==> src/sv/pee_pkg.sv <==
`default_nettype none

package pee_pkg;

    localparam int STACK_DEPTH_DEF = 10;

    // Operator codes shared by the sequencer and the float unit
    typedef enum logic [1:0] {
        OP_ADD,
        OP_SUB,
        OP_MUL,
        OP_DIV
    } t_op;

    // Status codes reported with each result word
    typedef enum logic [2:0] {
        ST_OK       = 3'd0,
        ST_OVERFLOW = 3'd1,
        ST_FEW      = 3'd2,
        ST_DIVZERO  = 3'd3,
        ST_NOTOKEN  = 3'd4,
        ST_EXTRA    = 3'd5
    } t_status;

    // Request from the sequencer to the float unit
    typedef struct packed {
        logic start;
        t_op  op;
    } t_fpu_req;

    localparam logic [31:0] ERR_VALUE = 32'hC479C000;
    localparam logic [31:0] QNAN_DEF  = 32'hFFC00000;
    localparam logic [31:0] QNAN_BIT  = 32'h00400000;

    localparam logic [7:0] CH_ZERO  = 8'h30;
    localparam logic [7:0] CH_NINE  = 8'h39;
    localparam logic [7:0] CH_PLUS  = 8'h2B;
    localparam logic [7:0] CH_MINUS = 8'h2D;
    localparam logic [7:0] CH_STAR  = 8'h2A;
    localparam logic [7:0] CH_SLASH = 8'h2F;

    // Single-precision pattern of a decimal digit
    function automatic logic [31:0] digit_to_float(input logic [3:0] d);
        logic [31:0] f;
        case (d)
            4'd1:    f = 32'h3F800000;
            4'd2:    f = 32'h40000000;
            4'd3:    f = 32'h40400000;
            4'd4:    f = 32'h40800000;
            4'd5:    f = 32'h40A00000;
            4'd6:    f = 32'h40C00000;
            4'd7:    f = 32'h40E00000;
            4'd8:    f = 32'h41000000;
            4'd9:    f = 32'h41100000;
            default: f = 32'h00000000;
        endcase
        return f;
    endfunction

endpackage

`default_nettype wire

==> src/sv/pee_stack.sv <==
`default_nettype none

module pee_stack
    import pee_pkg::*;
#(
    parameter int DEPTH = STACK_DEPTH_DEF,
    parameter int AW    = $clog2(DEPTH)
) (
    input  wire logic          i_clk,
    input  wire logic          i_we,
    input  wire logic [AW-1:0] i_waddr,
    input  wire logic [31:0]   i_wdata,
    input  wire logic [AW-1:0] i_raddr,
    output logic [31:0]        o_rdata
);

    logic [31:0] r_mem [DEPTH];
    logic [31:0] r_rdata;

    // Write one word, read one word registered
    always_ff @(posedge i_clk) begin
        if (i_we) begin
            r_mem[i_waddr] <= i_wdata;
        end
        r_rdata <= r_mem[i_raddr];
    end

    assign o_rdata = r_rdata;

endmodule

`default_nettype wire

==> src/sv/pee_fpu.sv <==
`default_nettype none

module pee_fpu
    import pee_pkg::*;
(
    input  wire logic        i_clk,
    input  wire logic        i_rst_n,
    input  wire t_fpu_req    i_req,
    input  wire logic [31:0] i_a,
    input  wire logic [31:0] i_b,
    output logic             o_done,
    output logic [31:0]      o_result
);

    typedef enum logic [3:0] {
        F_IDLE,
        F_PRE,
        F_ALIGN,
        F_ADD,
        F_MUL,
        F_DIV,
        F_NORM,
        F_DENORM,
        F_ROUND,
        F_DONE
    } t_fstate;

    t_fstate            r_state;
    t_op                r_op;
    logic               r_sa;
    logic               r_sb;
    logic               r_sign;
    logic signed [10:0] r_ea;
    logic signed [10:0] r_eb;
    logic signed [10:0] r_x;
    logic [23:0]        r_ma;
    logic [23:0]        r_mb;
    logic [49:0]        r_m;
    logic [49:0]        r_sml;
    logic [7:0]         r_d;
    logic [24:0]        r_rem;
    logic [26:0]        r_q;
    logic [4:0]         r_cnt;
    logic [31:0]        r_res;

    // Operand unpacking
    logic        a_nan, a_inf, a_zero, b_nan, b_inf, b_zero, sbe, b_gt;
    logic [7:0]  a_ee, b_ee;
    logic [23:0] a_mm, b_mm;

    assign a_nan  = (&i_a[30:23]) && (|i_a[22:0]);
    assign a_inf  = (&i_a[30:23]) && !(|i_a[22:0]);
    assign a_zero = (i_a[30:0] == 31'd0);
    assign b_nan  = (&i_b[30:23]) && (|i_b[22:0]);
    assign b_inf  = (&i_b[30:23]) && !(|i_b[22:0]);
    assign b_zero = (i_b[30:0] == 31'd0);
    assign a_ee   = (i_a[30:23] == 8'd0) ? 8'd1 : i_a[30:23];
    assign b_ee   = (i_b[30:23] == 8'd0) ? 8'd1 : i_b[30:23];
    assign a_mm   = {|i_a[30:23], i_a[22:0]};
    assign b_mm   = {|i_b[30:23], i_b[22:0]};
    assign sbe    = i_b[31] ^ (i_req.op == OP_SUB);
    assign b_gt   = (b_ee > a_ee);

    // Special operands settle the result at once
    logic        sp_hit;
    logic [31:0] sp_val;
    logic        ps;

    always_comb begin
        sp_hit = 1'b1;
        sp_val = QNAN_DEF;
        ps     = i_a[31] ^ i_b[31];
        if (a_nan) begin
            sp_val = i_a | QNAN_BIT;
        end else if (b_nan) begin
            sp_val = i_b | QNAN_BIT;
        end else begin
            unique case (i_req.op)
                OP_ADD, OP_SUB: begin
                    priority if (a_inf && b_inf) begin
                        sp_val = (i_a[31] == sbe) ? i_a : QNAN_DEF;
                    end else if (a_inf) begin
                        sp_val = i_a;
                    end else if (b_inf) begin
                        sp_val = {sbe, 8'hFF, 23'd0};
                    end else begin
                        sp_hit = 1'b0;
                    end
                end
                OP_MUL: begin
                    priority if ((a_inf && b_zero) || (b_inf && a_zero)) begin
                        sp_val = QNAN_DEF;
                    end else if (a_inf || b_inf) begin
                        sp_val = {ps, 8'hFF, 23'd0};
                    end else if (a_zero || b_zero) begin
                        sp_val = {ps, 31'd0};
                    end else begin
                        sp_hit = 1'b0;
                    end
                end
                OP_DIV: begin
                    priority if ((a_inf && b_inf) || (a_zero && b_zero)) begin
                        sp_val = QNAN_DEF;
                    end else if (a_inf || b_zero) begin
                        sp_val = {ps, 8'hFF, 23'd0};
                    end else if (b_inf || a_zero) begin
                        sp_val = {ps, 31'd0};
                    end else begin
                        sp_hit = 1'b0;
                    end
                end
            endcase
        end
    end

    // Magnitude add or subtract
    logic        eff_sub, mag_ge;
    logic [49:0] add_res;
    logic        add_sign;

    assign eff_sub = r_sa ^ r_sb;
    assign mag_ge  = (r_m >= r_sml);

    always_comb begin
        if (!eff_sub) begin
            add_res  = r_m + r_sml;
            add_sign = r_sa;
        end else if (mag_ge) begin
            add_res  = r_m - r_sml;
            add_sign = r_sa;
        end else begin
            add_res  = r_sml - r_m;
            add_sign = r_sb;
        end
    end

    // Multiplier
    logic [47:0] prod;
    assign prod = r_ma * r_mb;

    // One restoring division step
    logic        div_ge;
    logic [24:0] rem2;
    logic [26:0] q_nxt;

    assign div_ge = (r_rem >= {1'b0, r_mb});
    assign rem2   = div_ge ? (r_rem - {1'b0, r_mb}) : r_rem;
    assign q_nxt  = {r_q[25:0], div_ge};

    // Round to nearest even and pack
    logic               rnd_up;
    logic [24:0]        rnd;
    logic signed [10:0] x_rnd;
    logic [23:0]        man;

    assign rnd_up = r_m[25] && ((|r_m[24:0]) || r_m[26]);
    assign rnd    = {1'b0, r_m[49:26]} + {24'd0, rnd_up};
    assign x_rnd  = rnd[24] ? (r_x + 11'sd1) : r_x;
    assign man    = rnd[24] ? rnd[24:1] : rnd[23:0];

    // Sequencer and datapath registers
    always_ff @(posedge i_clk) begin
        if (!i_rst_n) begin
            r_state <= F_IDLE;
        end else begin
            unique case (r_state)
                F_IDLE: begin
                    if (i_req.start) begin
                        r_op   <= i_req.op;
                        r_sign <= i_a[31] ^ i_b[31];
                        r_ma   <= a_mm;
                        r_mb   <= b_mm;
                        r_eb   <= {3'd0, b_ee};
                        if (sp_hit) begin
                            r_res   <= sp_val;
                            r_state <= F_DONE;
                        end else if (i_req.op == OP_ADD || i_req.op == OP_SUB) begin
                            r_sa    <= b_gt ? sbe : i_a[31];
                            r_sb    <= b_gt ? i_a[31] : sbe;
                            r_ea    <= {3'd0, (b_gt ? b_ee : a_ee)};
                            r_d     <= b_gt ? (b_ee - a_ee) : (a_ee - b_ee);
                            r_m     <= {1'b0, (b_gt ? b_mm : a_mm), 25'd0};
                            r_sml   <= {1'b0, (b_gt ? a_mm : b_mm), 25'd0};
                            r_state <= F_ALIGN;
                        end else begin
                            r_ea    <= {3'd0, a_ee};
                            r_state <= F_PRE;
                        end
                    end
                end
                // Bring subnormal mantissas to a leading one
                F_PRE: begin
                    if (!r_ma[23]) begin
                        r_ma <= {r_ma[22:0], 1'b0};
                        r_ea <= r_ea - 11'sd1;
                    end else if (!r_mb[23]) begin
                        r_mb <= {r_mb[22:0], 1'b0};
                        r_eb <= r_eb - 11'sd1;
                    end else begin
                        r_rem   <= {1'b0, r_ma};
                        r_q     <= '0;
                        r_cnt   <= 5'd26;
                        r_state <= (r_op == OP_MUL) ? F_MUL : F_DIV;
                    end
                end
                // Shift the smaller operand right, keeping a sticky bit
                F_ALIGN: begin
                    if (r_d == 8'd0) begin
                        r_state <= F_ADD;
                    end else if (r_d >= 8'd50) begin
                        r_sml <= {49'd0, |r_sml};
                        r_d   <= 8'd0;
                    end else begin
                        r_sml <= {1'b0, r_sml[49:2], r_sml[1] | r_sml[0]};
                        r_d   <= r_d - 8'd1;
                    end
                end
                F_ADD: begin
                    r_x    <= r_ea + 11'sd1;
                    r_m    <= add_res;
                    r_sign <= add_sign;
                    if (add_res == 50'd0) begin
                        r_res   <= {(eff_sub ? 1'b0 : r_sa), 31'd0};
                        r_state <= F_DONE;
                    end else begin
                        r_state <= F_NORM;
                    end
                end
                F_MUL: begin
                    r_m     <= {2'd0, prod};
                    r_x     <= r_ea + r_eb - 11'sd124;
                    r_state <= F_NORM;
                end
                F_DIV: begin
                    r_q   <= q_nxt;
                    r_rem <= {rem2[23:0], 1'b0};
                    if (r_cnt == 5'd0) begin
                        r_m     <= {q_nxt, 22'd0, |rem2};
                        r_x     <= r_ea - r_eb + 11'sd127;
                        r_state <= F_NORM;
                    end else begin
                        r_cnt <= r_cnt - 5'd1;
                    end
                end
                // Shift left until the leading one reaches the top
                F_NORM: begin
                    if (!r_m[49]) begin
                        r_m <= {r_m[48:0], 1'b0};
                        r_x <= r_x - 11'sd1;
                    end else begin
                        r_state <= F_DENORM;
                    end
                end
                // Shift right into the subnormal range
                F_DENORM: begin
                    priority if (r_x >= 11'sd1) begin
                        r_state <= F_ROUND;
                    end else if (r_x < -11'sd60) begin
                        r_m <= 50'd1;
                        r_x <= 11'sd1;
                    end else begin
                        r_m <= {1'b0, r_m[49:2], r_m[1] | r_m[0]};
                        r_x <= r_x + 11'sd1;
                    end
                end
                F_ROUND: begin
                    if (x_rnd >= 11'sd255) begin
                        r_res <= {r_sign, 8'hFF, 23'd0};
                    end else begin
                        r_res <= {r_sign, (man[23] ? x_rnd[7:0] : 8'd0), man[22:0]};
                    end
                    r_state <= F_DONE;
                end
                F_DONE: begin
                    r_state <= F_IDLE;
                end
                default: begin
                    r_state <= F_IDLE;
                end
            endcase
        end
    end

    assign o_done   = (r_state == F_DONE);
    assign o_result = r_res;

endmodule

`default_nettype wire

==> src/sv/postfix_expression_evaluator.sv <==
// Digits and skipped characters are taken in S_IDLE; the final character then passes S_FIN and S_OUT.
// An operator passes S_RDB, S_RDA and, unless it divides by zero, S_CALC, which waits on the float unit:
// add/sub alignment and normalisation shift one bit a cycle, and divide runs 27 quotient steps.
// One item at a time; the result register frees the input side while a word waits.
// Reset (synchronous, active low) empties the stack and clears the error and token flags.
`default_nettype none

module postfix_expression_evaluator
    import pee_pkg::*;
#(
    parameter int STACK_DEPTH = STACK_DEPTH_DEF
) (
    input  wire logic        i_clk,
    input  wire logic        i_rst_n,
    input  wire logic        i_valid,
    output logic             o_ready,
    input  wire logic [7:0]  i_symbol,
    input  wire logic        i_last,
    output logic             o_valid,
    input  wire logic        i_ready,
    output logic [31:0]      o_value,
    output logic [2:0]       o_status
);

    localparam int CW = $clog2(STACK_DEPTH + 1);
    localparam int AW = $clog2(STACK_DEPTH);

    typedef enum logic [2:0] {
        S_IDLE,
        S_RDB,
        S_RDA,
        S_CALC,
        S_FIN,
        S_OUT
    } t_state;

    t_state      r_state;
    logic [CW-1:0] r_count;
    t_status     r_err;
    logic        r_token;
    t_op         r_op;
    logic        r_last;
    logic [31:0] r_b;
    t_status     r_status;
    logic        r_out_valid;
    logic [31:0] r_value;
    t_status     r_out_status;

    // Character decode
    logic        is_digit, is_opr, accept, div_zero;
    t_op         sym_op;
    logic [7:0]  dig;

    assign accept   = i_valid && o_ready;
    assign is_digit = (i_symbol >= CH_ZERO) && (i_symbol <= CH_NINE);
    assign is_opr   = (i_symbol == CH_PLUS) || (i_symbol == CH_MINUS)
                   || (i_symbol == CH_STAR) || (i_symbol == CH_SLASH);
    assign dig      = i_symbol - CH_ZERO;
    assign div_zero = (r_op == OP_DIV) && (r_b[30:0] == 31'd0);

    always_comb begin
        priority if (i_symbol == CH_MINUS) begin
            sym_op = OP_SUB;
        end else if (i_symbol == CH_STAR) begin
            sym_op = OP_MUL;
        end else if (i_symbol == CH_SLASH) begin
            sym_op = OP_DIV;
        end else begin
            sym_op = OP_ADD;
        end
    end

    // Stack addressing
    logic [CW-1:0] cnt_m1, cnt_m2;
    logic          st_we;
    logic [AW-1:0] st_waddr, st_raddr;
    logic [31:0]   st_wdata, st_rdata;
    logic          fpu_done;
    logic [31:0]   fpu_res;
    t_fpu_req      fpu_req;

    assign cnt_m1 = r_count - CW'(1);
    assign cnt_m2 = r_count - CW'(2);

    always_comb begin
        unique case (r_state)
            S_IDLE:  st_raddr = cnt_m1[AW-1:0];
            S_RDB:   st_raddr = cnt_m2[AW-1:0];
            default: st_raddr = '0;
        endcase
    end

    assign st_we = (r_state == S_IDLE && accept && r_err == ST_OK && is_digit
                    && r_count < CW'(STACK_DEPTH))
                || (r_state == S_CALC && fpu_done);
    assign st_waddr = (r_state == S_CALC) ? cnt_m2[AW-1:0] : r_count[AW-1:0];
    assign st_wdata = (r_state == S_CALC) ? fpu_res : digit_to_float(dig[3:0]);

    assign fpu_req.start = (r_state == S_RDA) && !div_zero;
    assign fpu_req.op    = r_op;

    pee_stack #(
        .DEPTH (STACK_DEPTH),
        .AW    (AW)
    ) u_stack (
        .i_clk   (i_clk),
        .i_we    (st_we),
        .i_waddr (st_waddr),
        .i_wdata (st_wdata),
        .i_raddr (st_raddr),
        .o_rdata (st_rdata)
    );

    pee_fpu u_fpu (
        .i_clk    (i_clk),
        .i_rst_n  (i_rst_n),
        .i_req    (fpu_req),
        .i_a      (st_rdata),
        .i_b      (r_b),
        .o_done   (fpu_done),
        .o_result (fpu_res)
    );

    // Sequencer, stack bookkeeping and result register
    always_ff @(posedge i_clk) begin
        if (!i_rst_n) begin
            r_state     <= S_IDLE;
            r_count     <= '0;
            r_err       <= ST_OK;
            r_token     <= 1'b0;
            r_out_valid <= 1'b0;
        end else begin
            if (r_out_valid && i_ready && r_state != S_OUT) begin
                r_out_valid <= 1'b0;
            end
            unique case (r_state)
                S_IDLE: begin
                    if (accept) begin
                        r_op   <= sym_op;
                        r_last <= i_last;
                        if (r_err == ST_OK && is_digit) begin
                            if (r_count >= CW'(STACK_DEPTH)) begin
                                r_err <= ST_OVERFLOW;
                            end else begin
                                r_count <= r_count + CW'(1);
                                r_token <= 1'b1;
                            end
                            r_state <= i_last ? S_FIN : S_IDLE;
                        end else if (r_err == ST_OK && is_opr) begin
                            if (r_count < CW'(2)) begin
                                r_err   <= ST_FEW;
                                r_state <= i_last ? S_FIN : S_IDLE;
                            end else begin
                                r_state <= S_RDB;
                            end
                        end else begin
                            r_state <= i_last ? S_FIN : S_IDLE;
                        end
                    end
                end
                // Hold the top word, fetch the one below
                S_RDB: begin
                    r_b     <= st_rdata;
                    r_state <= S_RDA;
                end
                S_RDA: begin
                    if (div_zero) begin
                        r_err   <= ST_DIVZERO;
                        r_state <= r_last ? S_FIN : S_IDLE;
                    end else begin
                        r_state <= S_CALC;
                    end
                end
                // Pop two, push one
                S_CALC: begin
                    if (fpu_done) begin
                        r_count <= cnt_m1;
                        r_token <= 1'b1;
                        r_state <= r_last ? S_FIN : S_IDLE;
                    end
                end
                S_FIN: begin
                    priority if (r_err != ST_OK) begin
                        r_status <= r_err;
                    end else if (!r_token) begin
                        r_status <= ST_NOTOKEN;
                    end else if (r_count == '0) begin
                        r_status <= ST_FEW;
                    end else if (r_count > CW'(1)) begin
                        r_status <= ST_EXTRA;
                    end else begin
                        r_status <= ST_OK;
                    end
                    r_state <= S_OUT;
                end
                // Load the result word once the output register is free, then clear
                S_OUT: begin
                    if (!r_out_valid || i_ready) begin
                        r_value      <= (r_status == ST_OK) ? st_rdata : ERR_VALUE;
                        r_out_status <= r_status;
                        r_out_valid  <= 1'b1;
                        r_count      <= '0;
                        r_err        <= ST_OK;
                        r_token      <= 1'b0;
                        r_state      <= S_IDLE;
                    end
                end
                default: begin
                    r_state <= S_IDLE;
                end
            endcase
        end
    end

    assign o_ready  = (r_state == S_IDLE);
    assign o_valid  = r_out_valid;
    assign o_value  = r_value;
    assign o_status = r_out_status;

endmodule

`default_nettype wire
==> config.mk <==
export PLATFORM = sky130hd
export DESIGN_NAME = postfix_expression_evaluator
export DESIGN_NICKNAME = d
export VERILOG_FILES = /design/src/sv/pee_pkg.sv /design/src/sv/pee_stack.sv /design/src/sv/pee_fpu.sv /design/src/sv/postfix_expression_evaluator.sv
export SDC_FILE = /design/constraint.sdc
export NUM_CORES = 2
export LEC_CHECK = 0
export BUFFER_PORTS_ARGS = -buffer_cell sky130_fd_sc_hd__buf_2
export CAP_MARGIN = 40
export CORE_UTILIZATION = 40
export CTS_CLUSTER_DIAMETER = 150
export CTS_CLUSTER_SIZE = 16
export DETAILED_ROUTE_END_ITERATION = 7
export PLACE_DENSITY = 0.64
export SLEW_MARGIN = 20
export SYNTH_ARGS = -nofsm -noshare
export SYNTH_HDL_FRONTEND = slang
export SYNTH_HIERARCHICAL = 1
export SYNTH_SLANG_ARGS = --single-unit
==> constraint.sdc <==
create_clock -name i_clk -period 13.1 [get_ports i_clk]
set_input_delay 0 -clock i_clk [delete_from_list [all_inputs] [get_ports i_clk]]
set_output_delay 0 -clock i_clk [all_outputs]
set_load 0.01 [all_outputs]
==> metrics.txt <==
CTS tree done; peak supply drop roughly 0.67 mV; max-slew violations 0; fin crit period 8.50 ns; EDFF count, synth 674; CTS clk-pin slew, worst paths 0.10 ns; WP data required 13.58 ns; Worst Setup End Kind register; PortBufs 49; status finished, final reports clean; Max-Cap Viols 0; Post-Syn Instances 6540; Max stage delay on crit path roughly 0.89 ns; Tot Pwr 14.8 mW; largest cells by area after synthesis edfxtp_1 (32%), fa_1 (15%), ha_1 (8.3%), inv_1 (4.9%), nand2_1 (3.9%); routability cong. 0.970; Synth Flop Type edfxtp_1; Leak Pwr 28.6 nW; Total GRT Usage 25.4%; Fin Setup TNS 0 ns; CTS H-tree lvls 2; die height 401 um; CTS Root Cell clkbuf_16; cells on worst reg2reg path 26; Finished Cell Area around 0.068 sq mm; fin crit share 64.9%; row count 146; count of final hold-check violations 0; cell family with most CP delay adder cells; Startpoint Class register; DR iter-0 viols roughly 5600; CTS sink count ~720; Max FO, Critical Path 25; slowest cell on the critical path edfxtp_1; Worst-Skew Late Latency 0.72 ns; hold path cells 4; Post-Syn Area about 0.064 sq mm; GRT overflow 0; average vias per placed instance 5.90; Buf+Inv Stages, Crit Path 4; largest net degree at the start of global routing between 150 and 200; Fin Clk Skew 0.108 ns; fraction of registers with async set/reset 0%; DRC Markers 0; Syn. warnings 6; FMAX 0.118 GHz; setup violators final 0; RSZ-0062 raised after global routing no; wire length per cell approximately 24 um; worst slew pin tran roughly 1.1 ns; post-layout util 43.1%; Stages on worst setup path 26; synth unique cells 101; synthesized flop and latch total 721; Setup Crit Path Kind reg -> reg; share of layout cells above drive strength 1 between 7 and 8%; Pre-antenna DRT Iters 8; Slew HR roughly 25%; DRT antenna net count 0; post-synthesis sequential area ratio about a third; Min-Delay Path Class in -> reg; first-pass GRT wire length around 310000 um; # nets final around 7400; synthesized area per cell just under 10 sq um; Initial Util 40.2%; most used cell, CP fa_1; vias post-DR 50408; area delta synth->final 7.03%; post-synth top area share 31.8%; Mapped Nets ~7500; vias in the first global route 49407; die area 0.161 sq mm; CTS buffer count 52; placed cell area 0.0662 sq mm; core area 0.158 sq mm; initial antenna violation count 6; final wirelength 207000 um; dominant cell type by area after synthesis edfxtp_1; P per Cell Area 217 mW/mm^2; Top Ports 50; Die Wd between 400 and 500 um; Post-CTS Resized 0; critical path arrival 8.98 ns; Post-DP HPWL between 150000 and 200000 um; Clock Path Buffers 3
-- per-layer routing --
metal  track usage (%)  vias up  part of all wire [%]  wire length (um)
met2              40.2     2439                    45             93700
met1              35.2    25169                    42             87100
met5                 0        -                     0                 0
li1                  -    22377                     -                 -
met4              9.45        0                   4.1              8580
met3              3.78      423                   8.5             17700
-- metrics by stage --
step                std cells  worst slack [ns]  hold slack [ns]
floorplan                6540              5.49           0.0989
global placement         8407              4.47            0.197
detailed placement       8418              4.50            0.206
CTS                      8533              4.53            0.293
global route             8543              4.11            0.344
finish                   8545              4.60            0.357
-- layout by cell type, fill, tap and decap left out, types with 25 or more instances in the layout --
master,synthesis,final
buf_2,23,53
mux2_2,97,97
nor3_1,111,99
or3_1,26,26
nor4_1,67,66
nand4_1,65,65
a21o_1,60,60
o21a_1,27,27
ha_1,420,419
o211ai_1,25,25
xor2_1,49,49
mux2i_1,142,142
and3_1,53,53
inv_1,826,826
nand2_1,654,651
clkbuf_1,301,34
nor2_1,296,285
and2_1,347,345
nand2b_1,67,67
nand3_1,114,114
xnor2_1,138,138
a22oi_1,35,35
fa_1,490,490
o21ai_0,306,306
edfxtp_1,674,674
dfxtp_1,47,47
o31ai_1,52,52
a31oi_1,51,51
a211oi_1,48,47
a221oi_1,34,34
nor2b_1,40,37
clkbuf_16,0,52
buf_4,6,110
o31ai_2,31,31
a22o_1,38,38
o22ai_1,68,67
a21oi_1,342,340
o21bai_1,51,51
-- power breakdown --
| group | leakage (nW) | switching, mW | total, mW | internal, mW |
|---|---|---|---|---|
| Sequential | 6.88 | 0.131 | 2.73 | 2.60 |
| Combinational | 21.0 | 6.35 | 10.4 | 4.10 |
| Clock | 0.740 | 0.854 | 1.63 | 0.777 |
| Total | 28.6 | 7.33 | 14.8 | 7.48 |
-- worst register-to-register path: cells and delay by family (launching register included) --
kind	cells	cell delay (ns)
adder cells (fa/ha/maj)	8	3.70
buffers and inverters	4	0.19
flip-flops	1	0.89
AO/OA/AOI/OAI	10	2.79
AND/OR/NAND/NOR	4	0.69
-- final cells by class --
| type | count | area, sq um |
|---|---|---|
| fillers | 15330 | 90100 |
| clock inverters | 6 | 133 |
| clock buffers | 86 | 1430 |
| repair buffers | 204 | 1630 |
| diodes | 2 | 5.00 |
| flip-flops and latches | 721 | 21200 |
| inverters | 828 | 3110 |
| multi-input cells | 4626 | 38100 |
| well taps | 2072 | 2590 |
-- final timing paths --
kind                                         startpoint                      end  slack (ns)
worst min-delay path                            i_rst_n     r_token$_SDFFE_PN0P_        0.36
worst min register to register    r_err[1]$_SDFFE_PN0P_    r_err[1]$_SDFFE_PN0P_        0.50
worst max register to register  u_fpu/r_mb[7]$_DFFE_PP_  u_fpu/r_m[47]$_DFFE_PP_        4.60
worst max-delay path            u_fpu/r_mb[7]$_DFFE_PP_  u_fpu/r_m[47]$_DFFE_PP_        4.60
-- kinds of logic after synthesis --
family / share of synthesized area, %
AO/OA/AOI/OAI: 14.1
XOR/XNOR: 2.57
adder cells (fa/ha/maj): 23.7
buffers and inverters: 7.33
flip-flops: 33.3
multiplexers: 4.05
AND/OR/NAND/NOR: 15.0
-- cells in the mapped netlist, drive strengths merged, types with 38 or more instances --
cell type  count
xnor2        138
fa           490
nand2b        67
inv          826
and3          53
and2         348
mux2         103
o31ai         83
a31oi         51
dfxtp         47
clkbuf       303
o21bai        51
ha           420
nand3        115
nor2b         40
a22o          38
nand2        655
a211oi        48
buf           62
xor2          49
edfxtp       674
nor2         297
nor3         112
mux2i        142
nor4          68
o21ai        317
o22ai         68
nand4         66
a21oi        343
a21o          60
-- repair_timing --
action,CTS,global route
buffers inserted,0,0
hold buffers,23,0
hold endpoints to repair,62,0
-- flip-flops by register name, indices dropped and copies added, names as in the netlist, 24 cells and up --
name,flops
u_stack/r_mem,320
u_fpu/r_m,50
u_fpu/r_sml,49
o_value,32
r_b,32
u_fpu/o_result,32
u_stack/o_rdata,32
u_fpu/r_q,26
u_fpu/r_rem,25
u_fpu/r_ma,24
u_fpu/r_mb,24
Note: power is estimated with default switching activity, not from simulation.
